===== config.mk =====
export PLATFORM = sky130hd
export DESIGN_NAME = char_lcd_nibble_write_sequencer_core
export DESIGN_NICKNAME = d
export VERILOG_FILES = /design/src/lcdns_pkg.sv /design/src/char_lcd_nibble_write_sequencer_core.sv /design/src/lcdns_ctrl.sv /design/src/lcdns_dp.sv
export SDC_FILE = /design/constraint.sdc
export NUM_CORES = 1
export LEC_CHECK = 0
export BUFFER_PORTS_ARGS = -buffer_cell sky130_fd_sc_hd__buf_4
export CORE_ASPECT_RATIO = 1.5
export CORE_MARGIN = 3
export CORE_UTILIZATION = 45
export CTS_BUF_LIST = sky130_fd_sc_hd__clkbuf_2
export DETAILED_ROUTE_END_ITERATION = 7
export PLACE_DENSITY = 0.69
export SYNTH_ARGS = -nofsm -noshare
export SYNTH_HDL_FRONTEND = slang
export SYNTH_SLANG_ARGS = --single-unit

===== constraint.sdc =====
create_clock -name clk -period 7.7 [get_ports clk]
set_input_delay 0.77 -clock clk [delete_from_list [all_inputs] [get_ports clk]]
set_output_delay 0.77 -clock clk [all_outputs]
set_load 0.05 [all_outputs]

===== src/lcdns_pkg.sv =====
package lcdns_pkg;

	localparam int unsigned CFG_INDEX_W = 3;
	localparam int unsigned CFG_DATA_W  = 16;
	localparam int unsigned HOLD_W      = 16;
	localparam int unsigned COL_W       = 7;
	localparam int unsigned NIB_IDX_W   = 4;

	// Configuration register indexes.
	localparam logic [CFG_INDEX_W-1:0] CFG_ENABLE_PULSE = 3'd0;
	localparam logic [CFG_INDEX_W-1:0] CFG_COMMAND_WAIT = 3'd1;
	localparam logic [CFG_INDEX_W-1:0] CFG_CLEAR_WAIT   = 3'd2;
	localparam logic [CFG_INDEX_W-1:0] CFG_SLOW_WAIT    = 3'd3;
	localparam logic [CFG_INDEX_W-1:0] CFG_WRAP_COLUMN  = 3'd4;
	localparam logic [CFG_INDEX_W-1:0] CFG_SECOND_LINE  = 3'd5;

	// Reset values of the configuration registers.
	localparam logic [7:0]       RST_ENABLE_PULSE = 8'd1;
	localparam logic [15:0]      RST_COMMAND_WAIT = 16'd40;
	localparam logic [15:0]      RST_CLEAR_WAIT   = 16'd2000;
	localparam logic [15:0]      RST_SLOW_WAIT    = 16'd80;
	localparam logic [COL_W-1:0] RST_WRAP_COLUMN  = 7'd16;
	localparam logic [COL_W-1:0] RST_SECOND_LINE  = 7'h40;

	localparam logic [COL_W-1:0] COL_MAX     = 7'h7F;
	localparam logic [7:0]       INSTR_CLEAR = 8'h01;

	// Nibble index of the last nibble of each request kind.
	localparam logic [NIB_IDX_W-1:0] NIB_LAST_INSTR = 4'd1;
	localparam logic [NIB_IDX_W-1:0] NIB_LAST_CHAR  = 4'd3;
	localparam logic [NIB_IDX_W-1:0] NIB_LAST_INIT  = 4'd13;
	localparam logic [NIB_IDX_W-1:0] NIB_CHAR_BYTE  = 4'd2;

	typedef enum logic [1:0] {
		REQ_INSTR = 2'd0,
		REQ_CHAR  = 2'd1,
		REQ_INIT  = 2'd2,
		REQ_NONE  = 2'd3
	} req_kind_t;

	typedef enum logic [1:0] {
		WAIT_NONE  = 2'd0,
		WAIT_CMD   = 2'd1,
		WAIT_CLEAR = 2'd2,
		WAIT_SLOW  = 2'd3
	} wait_sel_t;

	typedef struct packed {
		logic      rs;
		logic [3:0] nib;
		wait_sel_t wsel;
	} nib_entry_t;

	typedef struct packed {
		logic                 load;
		logic                 emit;
		logic [NIB_IDX_W-1:0] nib_idx;
		logic                 phase;
		logic                 final_step;
	} dp_cmd_t;

	typedef struct packed {
		logic                 req_ok;
		logic [NIB_IDX_W-1:0] start_idx;
		logic [NIB_IDX_W-1:0] last_idx;
		logic                 out_free;
	} dp_status_t;

	// Nibble table of every request kind. The initialization sequence is three
	// wake-up nibbles, the switch to 4-bit mode, then five instruction bytes.
	function automatic nib_entry_t nib_entry(input req_kind_t kind,
			input logic [NIB_IDX_W-1:0] idx, input logic [7:0] val,
			input logic [COL_W-1:0] line2);
		nib_entry_t e;
		logic [7:0] byte_v;
		e = '{rs: 1'b0, nib: 4'h0, wsel: WAIT_NONE};
		byte_v = 8'h00;
		unique case (kind)
			REQ_INSTR: begin
				e.nib = idx[0] ? val[3:0] : val[7:4];
				if (idx[0])
					e.wsel = (val == INSTR_CLEAR) ? WAIT_CLEAR : WAIT_CMD;
			end
			REQ_CHAR: begin
				byte_v = (idx < NIB_CHAR_BYTE) ? {1'b1, line2} : val;
				e.rs = (idx >= NIB_CHAR_BYTE);
				e.nib = idx[0] ? byte_v[3:0] : byte_v[7:4];
				if (idx[0])
					e.wsel = WAIT_CMD;
			end
			REQ_INIT: begin
				unique case (idx)
					4'd0, 4'd1, 4'd2: e.nib = 4'h3;
					4'd3: e = '{rs: 1'b0, nib: 4'h2, wsel: WAIT_CMD};
					4'd4: e.nib = 4'h2;
					4'd5: e = '{rs: 1'b0, nib: 4'h8, wsel: WAIT_CMD};
					4'd6: e.nib = 4'h0;
					4'd7: e = '{rs: 1'b0, nib: 4'h8, wsel: WAIT_CMD};
					4'd8: e.nib = 4'h0;
					4'd9: e = '{rs: 1'b0, nib: 4'h1, wsel: WAIT_CLEAR};
					4'd10: e.nib = 4'h0;
					4'd11: e = '{rs: 1'b0, nib: 4'h6, wsel: WAIT_SLOW};
					4'd12: e.nib = 4'h0;
					4'd13: e = '{rs: 1'b0, nib: 4'hC, wsel: WAIT_SLOW};
					default: e.nib = 4'h0;
				endcase
			end
			default: e.nib = 4'h0;
		endcase
		return e;
	endfunction

endpackage


===== src/char_lcd_nibble_write_sequencer_core.sv =====
// Character LCD 4-bit write sequencer. Each accepted request is expanded into
// pin steps (register select, D7..D4, enable level, hold time in microseconds),
// with two steps per nibble and the high nibble first. An instruction yields
// 4 steps, a string character 4, or 8 when the cursor jumps to line two, and
// the initialization request 28. The controller's step counter issues one
// step per clock while the output beat is taken; downstream stall holds it.
// Request type 3 is taken and produces no step. Configuration is written
// through cfg_we/cfg_index/cfg_data; the user must do so only while the
// block is idle, which the block itself does not enforce.
module char_lcd_nibble_write_sequencer_core (
	input  logic                              clk,
	input  logic                              arst_n,
	input  logic                              cfg_we,
	input  logic [lcdns_pkg::CFG_INDEX_W-1:0] cfg_index,
	input  logic [lcdns_pkg::CFG_DATA_W-1:0]  cfg_data,
	input  logic                              in_valid,
	output logic                              in_stall,
	input  logic [1:0]                        req_type,
	input  logic [7:0]                        value,
	input  logic                              string_start,
	output logic                              out_valid,
	input  logic                              out_stall,
	output logic                              reg_select,
	output logic [3:0]                        data_nibble,
	output logic                              enable_level,
	output logic [lcdns_pkg::HOLD_W-1:0]      hold_us,
	output logic                              last
);

	lcdns_pkg::dp_cmd_t    cmd;
	lcdns_pkg::dp_status_t status;

	lcdns_ctrl u_ctrl (
		.clk      (clk),
		.arst_n   (arst_n),
		.in_valid (in_valid),
		.in_stall (in_stall),
		.status   (status),
		.cmd      (cmd)
	);

	lcdns_dp u_dp (
		.clk          (clk),
		.arst_n       (arst_n),
		.cfg_we       (cfg_we),
		.cfg_index    (cfg_index),
		.cfg_data     (cfg_data),
		.req_type     (req_type),
		.value        (value),
		.string_start (string_start),
		.out_stall    (out_stall),
		.out_valid    (out_valid),
		.reg_select   (reg_select),
		.data_nibble  (data_nibble),
		.enable_level (enable_level),
		.hold_us      (hold_us),
		.last         (last),
		.cmd          (cmd),
		.status       (status)
	);

endmodule


===== src/lcdns_ctrl.sv =====
module lcdns_ctrl (
	input  logic                    clk,
	input  logic                    arst_n,
	input  logic                    in_valid,
	output logic                    in_stall,
	input  lcdns_pkg::dp_status_t   status,
	output lcdns_pkg::dp_cmd_t      cmd
);

	typedef enum logic [1:0] {
		ST_IDLE = 2'b01,
		ST_RUN  = 2'b10
	} state_t;

	state_t                          state_q;
	logic [lcdns_pkg::NIB_IDX_W-1:0] nib_idx_q;
	logic                            phase_q;
	logic                            last_nib;

	assign in_stall = (state_q != ST_IDLE);
	assign last_nib = (nib_idx_q == status.last_idx);

	always_comb begin
		cmd.load       = in_valid && (state_q == ST_IDLE);
		cmd.emit       = (state_q == ST_RUN) && status.out_free;
		cmd.nib_idx    = nib_idx_q;
		cmd.phase      = phase_q;
		cmd.final_step = phase_q && last_nib;
	end

	always_ff @(posedge clk or negedge arst_n) begin
		if (!arst_n) begin
			state_q   <= ST_IDLE;
			nib_idx_q <= '0;
			phase_q   <= 1'b0;
		end else begin
			unique case (state_q)
				ST_IDLE: begin
					// An unknown request kind is taken and produces nothing.
					if (cmd.load && status.req_ok) begin
						state_q   <= ST_RUN;
						nib_idx_q <= status.start_idx;
						phase_q   <= 1'b0;
					end
				end
				ST_RUN: begin
					if (cmd.emit) begin
						if (!phase_q) begin
							phase_q <= 1'b1;
						end else if (last_nib) begin
							state_q <= ST_IDLE;
						end else begin
							nib_idx_q <= nib_idx_q + 1'b1;
							phase_q   <= 1'b0;
						end
					end
				end
				default: state_q <= ST_IDLE;
			endcase
		end
	end

	assert property (@(posedge clk) disable iff (!arst_n)
		(cmd.emit && cmd.final_step) |=> (state_q == ST_IDLE))
		else $error("controller did not return to idle after the final step");

	assert property (@(posedge clk) disable iff (!arst_n)
		(state_q == ST_RUN) |-> (nib_idx_q <= status.last_idx))
		else $error("nibble index ran past the end of the request");

	assert property (@(posedge clk) disable iff (!arst_n)
		(cmd.load && status.req_ok) |=> (state_q == ST_RUN && !phase_q))
		else $error("accepted request did not start sequencing");

endmodule


===== src/lcdns_dp.sv =====
module lcdns_dp (
	input  logic                                 clk,
	input  logic                                 arst_n,
	input  logic                                 cfg_we,
	input  logic [lcdns_pkg::CFG_INDEX_W-1:0]    cfg_index,
	input  logic [lcdns_pkg::CFG_DATA_W-1:0]     cfg_data,
	input  logic [1:0]                           req_type,
	input  logic [7:0]                           value,
	input  logic                                 string_start,
	input  logic                                 out_stall,
	output logic                                 out_valid,
	output logic                                 reg_select,
	output logic [3:0]                           data_nibble,
	output logic                                 enable_level,
	output logic [lcdns_pkg::HOLD_W-1:0]         hold_us,
	output logic                                 last,
	input  lcdns_pkg::dp_cmd_t                   cmd,
	output lcdns_pkg::dp_status_t                status
);

	logic [7:0]                        enable_pulse_q;
	logic [15:0]                       command_wait_q;
	logic [15:0]                       clear_wait_q;
	logic [15:0]                       slow_wait_q;
	logic [lcdns_pkg::COL_W-1:0]       wrap_column_q;
	logic [lcdns_pkg::COL_W-1:0]       second_line_q;
	logic [lcdns_pkg::COL_W-1:0]       column_count_q;

	lcdns_pkg::req_kind_t              kind_in;
	lcdns_pkg::req_kind_t              kind_q;
	logic [7:0]                        value_q;
	logic [lcdns_pkg::COL_W-1:0]       col_eff;
	logic                              jump;

	lcdns_pkg::nib_entry_t             entry;
	logic [15:0]                       wait_us;
	logic [lcdns_pkg::HOLD_W:0]        hold_sum;
	logic [lcdns_pkg::HOLD_W-1:0]      hold_next;
	logic                              out_valid_q;

	always_ff @(posedge clk or negedge arst_n) begin
		if (!arst_n) begin
			enable_pulse_q <= lcdns_pkg::RST_ENABLE_PULSE;
			command_wait_q <= lcdns_pkg::RST_COMMAND_WAIT;
			clear_wait_q   <= lcdns_pkg::RST_CLEAR_WAIT;
			slow_wait_q    <= lcdns_pkg::RST_SLOW_WAIT;
			wrap_column_q  <= lcdns_pkg::RST_WRAP_COLUMN;
			second_line_q  <= lcdns_pkg::RST_SECOND_LINE;
		end else if (cfg_we) begin
			unique case (cfg_index)
				lcdns_pkg::CFG_ENABLE_PULSE: enable_pulse_q <= cfg_data[7:0];
				lcdns_pkg::CFG_COMMAND_WAIT: command_wait_q <= cfg_data;
				lcdns_pkg::CFG_CLEAR_WAIT:   clear_wait_q   <= cfg_data;
				lcdns_pkg::CFG_SLOW_WAIT:    slow_wait_q    <= cfg_data;
				lcdns_pkg::CFG_WRAP_COLUMN:  wrap_column_q  <= cfg_data[6:0];
				lcdns_pkg::CFG_SECOND_LINE:  second_line_q  <= cfg_data[6:0];
				default: ;
			endcase
		end
	end

	// Request decode at accept time; the line-two jump is decided here.
	assign kind_in = lcdns_pkg::req_kind_t'(req_type);
	assign col_eff = string_start ? '0 : column_count_q;
	assign jump    = (col_eff == wrap_column_q);

	always_comb begin
		status.req_ok    = (kind_in != lcdns_pkg::REQ_NONE);
		status.start_idx = (kind_in == lcdns_pkg::REQ_CHAR && !jump) ?
			lcdns_pkg::NIB_CHAR_BYTE : '0;
		status.out_free  = !out_valid_q || !out_stall;
		unique case (kind_q)
			lcdns_pkg::REQ_INSTR: status.last_idx = lcdns_pkg::NIB_LAST_INSTR;
			lcdns_pkg::REQ_CHAR:  status.last_idx = lcdns_pkg::NIB_LAST_CHAR;
			lcdns_pkg::REQ_INIT:  status.last_idx = lcdns_pkg::NIB_LAST_INIT;
			default:              status.last_idx = '0;
		endcase
	end

	always_ff @(posedge clk or negedge arst_n) begin
		if (!arst_n) begin
			column_count_q <= '0;
			kind_q         <= lcdns_pkg::REQ_NONE;
		end else if (cmd.load) begin
			kind_q <= kind_in;
			if (kind_in == lcdns_pkg::REQ_CHAR)
				column_count_q <= (col_eff == lcdns_pkg::COL_MAX) ? col_eff :
					col_eff + 1'b1;
		end
	end

	always_ff @(posedge clk) begin
		if (cmd.load)
			value_q <= value;
	end

	// Step payload: the wait only lands on the enable-low step of a nibble.
	always_comb begin
		entry = lcdns_pkg::nib_entry(kind_q, cmd.nib_idx, value_q, second_line_q);
		case (entry.wsel)
			lcdns_pkg::WAIT_CMD:   wait_us = command_wait_q;
			lcdns_pkg::WAIT_CLEAR: wait_us = clear_wait_q;
			lcdns_pkg::WAIT_SLOW:  wait_us = slow_wait_q;
			default:               wait_us = '0;
		endcase
		if (!cmd.phase)
			wait_us = '0;
		hold_sum  = {9'd0, enable_pulse_q} + {1'b0, wait_us};
		hold_next = hold_sum[lcdns_pkg::HOLD_W] ? '1 : hold_sum[lcdns_pkg::HOLD_W-1:0];
	end

	always_ff @(posedge clk or negedge arst_n) begin
		if (!arst_n) begin
			out_valid_q <= 1'b0;
		end else if (cmd.emit) begin
			out_valid_q <= 1'b1;
		end else if (!out_stall) begin
			out_valid_q <= 1'b0;
		end
	end

	always_ff @(posedge clk) begin
		if (cmd.emit) begin
			reg_select   <= entry.rs;
			data_nibble  <= entry.nib;
			enable_level <= !cmd.phase;
			hold_us      <= hold_next;
			last         <= cmd.final_step;
		end
	end

	assign out_valid = out_valid_q;

	assert property (@(posedge clk) disable iff (!arst_n)
		cmd.emit |-> status.out_free)
		else $error("step written over a beat still waiting downstream");

	assert property (@(posedge clk) disable iff (!arst_n)
		(cmd.emit && kind_q == lcdns_pkg::REQ_CHAR && cmd.nib_idx < lcdns_pkg::NIB_CHAR_BYTE)
		|=> !reg_select)
		else $error("line-two address sent on the data register");

endmodule


==> results of run 1 <==
power groups by stage:
stage / Sequential (mW) / Clock, mW / Combinational (mW)
floorplan: 0.957 / 0 / 0.366
global placement: 0.929 / 0 / 0.552
detailed placement: 0.936 / 0 / 0.564
CTS: 0.923 / 0.458 / 0.569
global route: 0.944 / 0.488 / 0.615
finish: 0.925 / 0.446 / 0.560
state kept, by name, indices dropped and copies added, names as in the netlist:
register             count
u_dp.clear_wait_q       16
u_dp.enable_level        1
u_ctrl.state_q           2
u_dp.out_valid           1
u_ctrl.phase_q           1
u_dp.wrap_column_q       7
u_dp.enable_pulse_q      8
u_dp.column_count_q      7
u_dp.second_line_q       7
u_dp.command_wait_q     16
u_dp.value_q             8
u_dp.slow_wait_q        16
u_dp.kind_q              2
u_dp.last                1
u_ctrl.nib_idx_q         4
u_dp.reg_select          1
u_dp.data_nibble         4
u_dp.hold_us            16
how the worst max path moves through the flow:
stage / startpoint / to / slack (ns) / cells after the start
2_1_floorplan: u_ctrl.nib_idx_q[1] / u_dp.hold_us[15] / 3.62 / 21
3_3_place_gp: u_ctrl.nib_idx_q[1] / u_dp.hold_us[8] / 2.86 / 19
3_5_place_dp: u_ctrl.nib_idx_q[1] / u_dp.hold_us[9] / 2.62 / 19
4_1_cts: u_ctrl.nib_idx_q[1] / u_dp.hold_us[9] / 2.57 / 19
5_1_grt: u_ctrl.nib_idx_q[1] / u_dp.hold_us[9] / 1.98 / 19
6_report: u_ctrl.nib_idx_q[1] / u_dp.hold_us[12] / 2.54 / 19
worst max-delay path, cell delays in order (launching register included):
cell and delay [ns]:
dfrtp_1 0.52, inv_1 0.13, ha_1 0.27, and2_1 0.19
o21ai_2 0.18, and2_1 0.73, nand2_1 0.14, a21oi_1 0.16
a31oi_1 0.06, nor2_1 0.12, ha_1 0.22, inv_1 0.07
fa_1 0.37, nor2b_1 0.18, o21ai_0 0.13, a21oi_1 0.24
o21ai_0 0.24, a211oi_2 0.37, nand4_2 0.44, o21ai_0 0.22
cell families after synthesis:
family | synth area share [%]
xor gates and xnor gates | 1.70
and+or+nand+nor | 13.5
muxes | 15.2
DFF | 50.5
buffers and inverters | 2.63
adders and majority gates | 2.95
AOI/OAI and AO/OA | 13.4
synth_stat cells (all sizes together), types with 3 or more instances:
cell and instances:
nand4 5, a31oi 13, dfstp 16, edfxtp 31, a211oi 3, and2 4
inv 15, nand4b 4, ha 13, mux2i 4, buf 12, clkbuf 9
a22oi 3, nand2b 8, o32ai 3, nand2 40, nor3 8, and3 6
o21ai 30, o211ai 4, nor4bb 3, xnor2 10, nor2 37, nor4 4
a21o 7, nor3b 4, a21oi 24, mux2 74, nor2b 8, dfrtp 71
mux4 3, nand3 15
final cells by class:
class / instances / area share (%)
Antenna cell: 1 / 0.0354
Clock buffer: 21 / 1.49
Clock inverter: 11 / 2.25
Inverter: 15 / 0.798
Multi-Input combinational cell: 380 / 41.2
Sequential cell: 118 / 44.3
Tap cell: 159 / 2.82
Timing Repair Buffer: 66 / 7.05
metal layers:
| layer | vias up | GRT usage [%] | wire (um) | part of all wire, % |
|---|---|---|---|---|
| met3 | 12 | 4.48 | 470 | 3.4 |
| met5 | - | 0 | 0 | 0 |
| li1 | 2121 | - | - | - |
| met2 | 119 | 34.9 | 7630 | 55 |
| met1 | 2250 | 22.7 | 5620 | 40 |
| met4 | 0 | 5.12 | 163 | 1.2 |
timing repair:
item                                    in CTS  in global routing
hold buffers                                 1                  0
endpoints found under the setup margin       0                  0
hold endpoints to repair                    18                  0
gates resized for setup                      0                  0
==> impl_metrics.py, run 1 <==
metrics = {
    "run_status": {
        "run_status": "complete, no violations",
    },
    "min_path": {
        "hp-start": "value[6]",
        "hold_class": "in2reg",
        "holdPathStages": 1,
        "worstHoldEndpoint": "u_dp.value_q[6]",
    },
    "grt": {
        "grt_pass1_wl_um": 22900,
        "antenna_found_initial": 1,
        "grt_max_degree": 67,
        "overflow": 0,
        "grt_usage_pct": 19.3,
        "first_global_vias": 4603,
    },
    "logic_synthesis": {
        "yosysUniqueCellTypes": 76,
        "yosysTopAreaCellShare_pct": 28.7,
        "avgSynthCellArea_um2": 11.6,
        "ys_dominant_reg_cell": "dfrtp_1",
        "yosys_warnings": 0,
        "synth_top_cell_by_area": "dfrtp_1",
        "ys_ff_latch": 118,
        "synthCells": 534,
        "syn_area_um2": 6190,
        "async_flop_share_pct": 73.7,
        "syn_nets": 583,
        "synth.area.top_cells": "dfrtp_1 29%, edfxtp_1 15%, mux2_2 13%",
        "synth_seq_area_share_pct": 50.5,
        "synth-edff-count": 31,
    },
    "finish": {
        "seqCellArea_um2": 3130,
        "drive_above_1_share_pct": 35.4,
        "instances_no_fill": 771,
        "final_area_um2": 7060,
        "nNetsFinal": 647,
        "final_util_pct": 53.4,
        "final_common_cell": "mux2_2",
        "final_cell_mix": "74 x mux2_2, 71 x dfrtp_1, 65 x buf_4, 37 x nor2_1, 36 x nand2_1",
        "multi_input_area_um2": 2910,
        "areaGrowthSynthToFinish_pct": 14.1,
        "nFillCells": 1205,
    },
    "timing": {
        "fmax_ghz": 0.194,
        "drv_slew": 0,
        "clock-skew-final_ns": 0.0486,
        "tns_ns": 0,
        "worstMarginPinSlew_ns": 1.01,
        "worst_slack_ns": 2.54,
        "setup_viol": 0,
        "finalCriticalPeriod_ns": 5.16,
        "whs_ns": 0.275,
        "finalCritPeriodShare_pct": 67.0,
        "maxSlewHeadroom_pct": 32.0,
        "finalHoldViolCount": 0,
        "rsz0062_at_grt": "false",
    },
    "clock_network": {
        "cts_tree": "yes",
        "cts.clk_slew.worst_paths_ns": 0.18,
        "root_buffer": "clkbuf_2",
        "cts-buffers-inserted": 17,
        "clk_latency_ns": 0.67,
        "htree_levels": 4,
        "post_cts_buffers": 0,
        "clock-sinks": 118,
        "clockBufferDepth": 2,
    },
    "power": {
        "switchingPower_uw": 667,
        "power.total_mw": 1.93,
        "switching_share_pct": 34.5,
        "comb_power_share_pct": 29.0,
        "power_frac_clock_pct": 23.1,
        "p_leak_nw": 2.95,
        "p_int_mw": 1.26,
        "power_density_nw_per_um2": 274,
        "seqPwrFrac_pct": 47.9,
        "peakVddDrop_mv": 0.214,
    },
    "placed_design": {
        "io_buffers": 59,
        "dp.cells": 737,
        "placed_area_um2": 6780,
        "pre_cts_slack_ns": 2.62,
        "gp_routability_congestion": 0.840,
        "place_hpwl_um": 10000,
    },
    "setup_path": {
        "startpoint_type": "register",
        "crit_required_ns": 8.19,
        "setup.worst_path.class": "reg2reg",
        "cp_max_fo": 22,
        "reg2reg_from": "u_ctrl.nib_idx_q[1]",
        "crit_arrival_ns": 5.65,
        "rr_endpoint": "u_dp.hold_us[12]",
        "r2r_cells": 19,
        "reg2reg_setup_slack_ns": 2.54,
        "critPathCaptureType": "register",
    },
    "route": {
        "firstDrtPassIters": 5,
        "wire_per_inst_um": 18.0,
        "wl_um": 13900,
        "drt-initial-drc-count": 275,
        "vias": 4502,
        "antenna_left": 0,
        "drc": 0,
        "drt-vias-per-instance": 5.84,
    },
    "die": {
        "io_pins": 60,
        "die_y_um": 150,
        "core_area_um2": 13200,
        "start_util_pct": 46.9,
        "die-area_um2": 15200,
        "rows": 51,
        "die_x_um": 102,
    },
    "flow_run": {
        "maxCapViolCount": 0,
    },
}
No activity file was read; power rests on OpenSTA's default activity.
==> inputs of run 2 (changes only) <==
==> constraint.sdc (replaced) <==
create_clock -name clk -period 5.35 [get_ports clk]
set_input_delay 0.535 -clock clk [delete_from_list [all_inputs] [get_ports clk]]
set_output_delay 0.535 -clock clk [all_outputs]
set_load 0.05 [all_outputs]
==> impl_metrics.py, run 2 (synthesis results as in run 1) <==
metrics = {
    "clock_network": {
        "cts-buffers-inserted": 17,
        "post_cts_buffers": 0,
        "htree_levels": 4,
        "cts_tree": "yes",
        "clockBufferDepth": 2,
        "clock-sinks": 118,
        "root_buffer": "clkbuf_2",
        "cts.clk_slew.worst_paths_ns": 0.19,
        "clk_latency_ns": 0.69,
    },
    "placed_design": {
        "dp.cells": 739,
        "gp_routability_congestion": 0.860,
        "io_buffers": 59,
        "place_hpwl_um": 10100,
    },
    "route": {
        "firstDrtPassIters": 5,
        "wire_per_inst_um": 17.9,
        "wl_um": 14000,
        "vias": 4515,
        "drt-vias-per-instance": 5.76,
        "drt-initial-drc-count": 256,
        "drc": 0,
        "antenna_left": 0,
    },
    "setup_path": {
        "cp_top_family": "compound AO/OA/AOI/OAI gates",
        "setup.worst_path.class": "reg2reg",
        "crit_chain": "ha_1 > nor2b_1 > o21ba_1 > nor2_1 > buf_4 > a21oi_1 > a31oi_1 > nor2_1 > ha_1 > inv_1 > fa_1 > nor2b_1 > o21ai_0 > a21oi_1 > o21ai_0 > a211oi_2 > nand4_2 > o21ai_0",
        "crit_arrival_ns": 5.22,
        "critPathMostFrequentCell": "o21ai_0",
        "startpoint_type": "register",
        "cpMaxStageDelayCell": "dfrtp_1",
        "critPathCaptureType": "register",
        "critPathMaxStageDelay_ns": 0.56,
        "cp_max_fo": 20,
        "critical_path_buf_inv_count": 2,
        "crit_required_ns": 5.88,
    },
    "finish": {
        "final_cell_mix": "74 x mux2_2, 71 x dfrtp_1, 67 x buf_4, 37 x nor2_1, 36 x nand2_1",
        "areaGrowthSynthToFinish_pct": 16.5,
        "final_util_pct": 54.6,
        "nFillCells": 1155,
        "final_common_cell": "mux2_2",
        "nNetsFinal": 660,
        "drive_above_1_share_pct": 35.4,
        "instances_no_fill": 784,
    },
    "grt": {
        "grt_max_degree": 80,
        "antenna_found_initial": 1,
        "grt_usage_pct": 19.6,
        "first_global_vias": 4587,
        "overflow": 0,
        "grt_pass1_wl_um": 23000,
    },
    "power": {
        "p_leak_nw": 3.01,
        "power_density_nw_per_um2": 392,
        "peakVddDrop_mv": 0.300,
        "power.total_mw": 2.83,
    },
    "timing": {
        "finalCritPeriodShare_pct": 87.5,
        "worstMarginPinSlew_ns": 1.06,
        "clock-skew-final_ns": 0.0339,
        "drv_slew": 0,
        "rsz0062_at_grt": "false",
        "finalHoldViolCount": 0,
        "setup_viol": 0,
        "tns_ns": 0,
        "fmax_ghz": 0.214,
        "maxSlewHeadroom_pct": 28.6,
        "finalCriticalPeriod_ns": 4.68,
    },
    "die": {
        "core_area_um2": 13200,
        "io_pins": 60,
        "die_x_um": 102,
        "rows": 51,
        "die_y_um": 150,
        "die-area_um2": 15200,
        "start_util_pct": 46.9,
    },
    "min_path": {
        "hold_class": "in2reg",
    },
    "flow_run": {
        "maxCapViolCount": 0,
    },
    "run_status": {
        "run_status": "complete, no violations",
    },
}
-- run 2: cell count changes in the layout (fill, tap and decap cells not counted) --
cell,previous run,this run
clkinv_2,2,3
buf_4,65,67
clkinvlp_4,0,2
dlygate4sd3_1,1,12
clkinv_1,3,0
clkbuf_2,21,17
clkinv_4,2,4
inv_6,0,2
-- run 2: repair_timing --
action                                 in CTS  in global routing
gates resized for setup                     0                  0
endpoints found under the hold margin      16                  6
hold buffers                                9                  3
-- run 2: worst paths after layout --
| check | startpoint | end | slack [ns] | depth (start not counted) |
|---|---|---|---|---|
| worst max-delay path | u_ctrl.nib_idx_q[0] | u_dp.hold_us[12] | 0.67 | 18 |
| worst min-delay path | out_stall | u_dp.out_valid | 0.08 | 3 |
| worst max register to register | u_ctrl.nib_idx_q[0] | u_dp.hold_us[12] | 0.67 | 18 |
| worst min register to register | u_dp.clear_wait_q[12] | u_dp.clear_wait_q[12] | 0.52 | 1 |
| max in group asynchronous | arst_n | u_dp.slow_wait_q[12] | 3.95 | 3 |
| min in group asynchronous | arst_n | u_dp.column_count_q[1] | 0.15 | 2 |
-- run 2: per-stage QoR --
step                      worst slack, ns  instance area (um2)  hold WS (ns)
final                               0.669                 7210        0.0843
after global routing               0.0528                 7210       0.00205
after CTS                           0.649                 7180        0.0175
after detailed placement            0.677                 6800         0.363
after global placement              0.913                 6800         0.362
after floorplan                      1.27                 6190         0.239
-- run 2: metal layers --
metal	track usage [%]	share of wire (%)	routed length, um
met5	0	0	0
met3	4.76	3.8	538
met4	5.72	1.2	173
met1	22.8	40	5600
met2	35.2	55	7700
-- run 2: final cells by class --
class	instances	area, um2	share of cell area, %
timing repair buffer	79	623	8.64
tap	159	199	2.76
multi-input combinational	380	2910	40.4
sequential	118	3130	43.4
inverter	15	56.3	0.781
clock inverter	15	203	2.81
antenna	1	2.50	0.0347
clock buffer	17	85.1	1.18
-- run 2: worst register-to-register path: cells and delay by family (launching register included) --
family	cells	cell delay, ns
AND/OR/NAND/NOR	5	1.11
flip-flops	1	0.56
adder cells (fa/ha/maj)	3	0.87
AO/OA/AOI/OAI	8	1.73
buffers and inverters	2	0.28
-- run 2: where the power goes --
| part | switching (mW) | internal (mW) | leakage [nW] | total, mW |
|---|---|---|---|---|
| sequential | 0.168 | 1.17 | 1.33 | 1.33 |
| clock | 0.367 | 0.310 | 0.165 | 0.677 |
| combinational | 0.463 | 0.353 | 1.52 | 0.816 |
==> inputs of run 3 (changes only) <==
--- a/config.mk
+++ b/config.mk
@@ -5,6 +5,7 @@
 export SDC_FILE = /design/constraint.sdc
 export NUM_CORES = 1
 export LEC_CHECK = 0
+export ABC_AREA = 1
 export BUFFER_PORTS_ARGS = -buffer_cell sky130_fd_sc_hd__buf_4
 export CORE_ASPECT_RATIO = 1.5
 export CORE_MARGIN = 3
@@ -14,4 +15,5 @@
 export PLACE_DENSITY = 0.69
 export SYNTH_ARGS = -nofsm -noshare
 export SYNTH_HDL_FRONTEND = slang
+export SYNTH_HIERARCHICAL = 1
 export SYNTH_SLANG_ARGS = --single-unit
==> impl_metrics.py, run 3 <==
metrics = {
    "logic_synthesis": {
        "syn_area_um2": 6160,
        "yosysTopAreaCellShare_pct": 28.9,
        "synth_top_cell_by_area": "dfrtp_1",
        "ys_dominant_reg_cell": "dfrtp_1",
        "synthTopCellsByCount": "200 x nand2_1, 85 x o21ai_0, 72 x inv_1",
        "yosys_warnings": 6,
        "async_flop_share_pct": 73.7,
        "synthCells": 716,
        "ys_ff_latch": 118,
        "synth.area.top_cells": "dfrtp_1 29%, edfxtp_1 15%, nand2_1 12%",
        "yosysUniqueCellTypes": 45,
        "avgSynthCellArea_um2": 8.60,
        "synth_seq_area_share_pct": 50.8,
        "synth.most_common_cell": "nand2_1",
        "synth-edff-count": 31,
    },
    "finish": {
        "final_util_pct": 53.2,
        "nFillCells": 1226,
        "nNetsFinal": 831,
        "drive_above_1_share_pct": 20.7,
        "areaGrowthSynthToFinish_pct": 14.1,
        "seqCellArea_um2": 3130,
        "final_common_cell": "nand2_1",
        "multi_input_area_um2": 2590,
        "final_area_um2": 7020,
        "final_cell_mix": "200 x nand2_1, 85 x o21ai_0, 72 x inv_1, 71 x dfrtp_1, 63 x buf_4",
    },
    "die": {
        "die_x_um": 102,
        "core_area_um2": 13200,
        "io_pins": 60,
        "rows": 51,
        "die-area_um2": 15200,
        "start_util_pct": 46.6,
        "die_y_um": 149,
    },
    "placed_design": {
        "gp_routability_congestion": 0.901,
        "placed_area_um2": 6690,
        "io_buffers": 59,
        "place_hpwl_um": 10000,
    },
    "clock_network": {
        "htree_levels": 4,
        "root_buffer": "clkbuf_2",
        "ctsResizeCount": 0,
        "cts.clk_slew.worst_paths_ns": 0.20,
        "clock-sinks": 118,
        "hold_buffers": 9,
        "clk_latency_ns": 0.67,
        "post_cts_buffers": 0,
        "clockBufferDepth": 2,
        "cts-buffers-inserted": 17,
        "cts_tree": "yes",
    },
    "grt": {
        "first_global_vias": 4804,
        "overflow": 0,
        "antenna_found_initial": 1,
        "grt_usage_pct": 19.2,
        "grt_pass1_wl_um": 22900,
        "grt_max_degree": 70,
    },
    "flow_run": {
        "maxCapViolCount": 0,
    },
    "timing": {
        "finalCritPeriodShare_pct": 82.0,
        "finalCriticalPeriod_ns": 4.39,
        "tns_ns": 0,
        "clock-skew-final_ns": 0.0284,
        "worstMarginPinSlew_ns": 1.12,
        "finalHoldViolCount": 0,
        "drv_slew": 0,
        "maxSlewHeadroom_pct": 25.4,
        "setup_viol": 0,
        "fmax_ghz": 0.228,
        "rsz0062_at_grt": "false",
    },
    "route": {
        "wl_um": 13800,
        "drt-initial-drc-count": 290,
        "drc": 0,
        "antenna_left": 0,
        "drt-vias-per-instance": 5.22,
        "wire_per_inst_um": 14.4,
        "vias": 4996,
        "firstDrtPassIters": 5,
    },
    "setup_path": {
        "cpMaxStageDelayCell": "dfrtp_1",
        "critPathCaptureType": "register",
        "critPathMaxStageDelay_ns": 0.79,
        "startpoint_type": "register",
        "crit_chain": "nand4_1 > nand3_2 > nand2_4 > nand2_4 > inv_1 > nor2_1 > nand2_1 > nand3_1 > nand2_1 > inv_1 > ha_1 > fa_1 > nand2_1 > o21ai_0 > nand4_1 > o211ai_1 > nand2_2 > nor2_8 > nand4_4 > nand3b_1",
        "reg2reg_from": "u_ctrl/nib_idx_q[0]",
        "cp_max_fo": 20,
        "critPathMostFrequentCell": "nand2_1",
        "cp_top_family": "simple AND/OR/NAND/NOR gates",
        "rr_endpoint": "u_dp/hold_us[9]",
        "crit_end": "u_dp/hold_us[9]",
        "crit_required_ns": 5.87,
        "r2r_cells": 20,
        "setup.worst_path.class": "reg2reg",
        "cp.depth": 20,
        "critical_path_buf_inv_count": 2,
        "reg2reg_setup_slack_ns": 0.96,
        "cp-startpoint": "u_ctrl/nib_idx_q[0]",
        "crit_arrival_ns": 4.91,
    },
    "power": {
        "p_leak_nw": 3.49,
        "peakVddDrop_mv": 0.190,
        "power_density_nw_per_um2": 451,
    },
    "run_status": {
        "run_status": "complete, no violations",
    },
    "min_path": {
        "hold_class": "in2reg",
    },
}
-- run 3: cells by family (layout without fill, tap and decap cells) --
logic type | Yosys count | in the layout | share of synthesized area, %
AO/OA/AOI/OAI | 115 | 115 | 9.92
AND/OR/NAND/NOR | 352 | 352 | 27.4
other | 1 | 4 | 0.0609
buffers and inverters | 104 | 184 | 7.32
XOR/XNOR | 14 | 14 | 1.99
multiplexers | 1 | 1 | 0.163
flip-flops | 118 | 118 | 50.8
adder cells (fa/ha/maj) | 11 | 11 | 2.36
-- run 3: worst min-delay path by stage --
| stage | depth (start not counted) | from | to |
|---|---|---|---|
| 3_3_place_gp | 1 | arst_n | u_dp/column_count_q[2] |
| 2_1_floorplan | 0 | arst_n | u_ctrl/nib_idx_q[0] |
| 4_1_cts | 4 | in_valid | u_ctrl/state_q[0] |
| 6_report | 4 | in_valid | u_ctrl/state_q[0] |
| 5_1_grt | 4 | in_valid | u_ctrl/state_q[0] |
| 3_5_place_dp | 1 | arst_n | u_dp/column_count_q[2] |
-- run 3: power breakdown --
group	internal (mW)	switching (mW)
logic	0.390	0.842
clock network	0.220	0.361
registers	1.19	0.163
total	1.80	1.36
-- run 3: worst register-to-register path, cell delays in order (launching register included) --
cell and delay [ns]:
dfrtp_1 0.79, nand4_1 0.31, nand3_2 0.16, nand2_4 0.08
nand2_4 0.19, inv_1 0.09, nor2_1 0.45, nand2_1 0.10
nand3_1 0.09, nand2_1 0.05, inv_1 0.06, ha_1 0.18
fa_1 0.20, nand2_1 0.08, o21ai_0 0.34, nand4_1 0.15
o211ai_1 0.18, nand2_2 0.14, nor2_8 0.15, nand4_4 0.26
nand3b_1 0.18
-- run 3: routing by layer --
layer / global-route usage [%] / wire length (um) / vias up
li1: - / - / 2480
met1: 22.7 / 5670 / 2368
met2: 33.6 / 7270 / 129
met3: 4.73 / 531 / 19
met4: 6.79 / 312 / 0
met5: 0 / 0 / -
-- run 3: final cells by class --
type / count / share of cell area, %
Multi-Input combinational cell: 496 / 36.9
Clock inverter: 14 / 2.17
Timing Repair Buffer: 72 / 8.02
Inverter: 80 / 4.28
Clock buffer: 18 / 1.28
Tap cell: 159 / 2.83
Antenna cell: 1 / 0.0356
Sequential cell: 118 / 44.5
-- run 3: through the flow --
| stage | cells | hold slack, ns | power (mW) | setup slack (ns) |
|---|---|---|---|---|
| 2_1_floorplan | 718 | 0.239 | 2.29 | 1.98 |
| 4_1_cts | 957 | 0.0182 | 3.20 | 0.993 |
| 3_3_place_gp | 916 | 0.427 | 2.56 | 1.30 |
| 6_report | 958 | 0.0891 | 3.17 | 0.961 |
| 3_5_place_dp | 916 | 0.434 | 2.60 | 1.07 |
| 5_1_grt | 958 | 0.0157 | 3.41 | 0.426 |
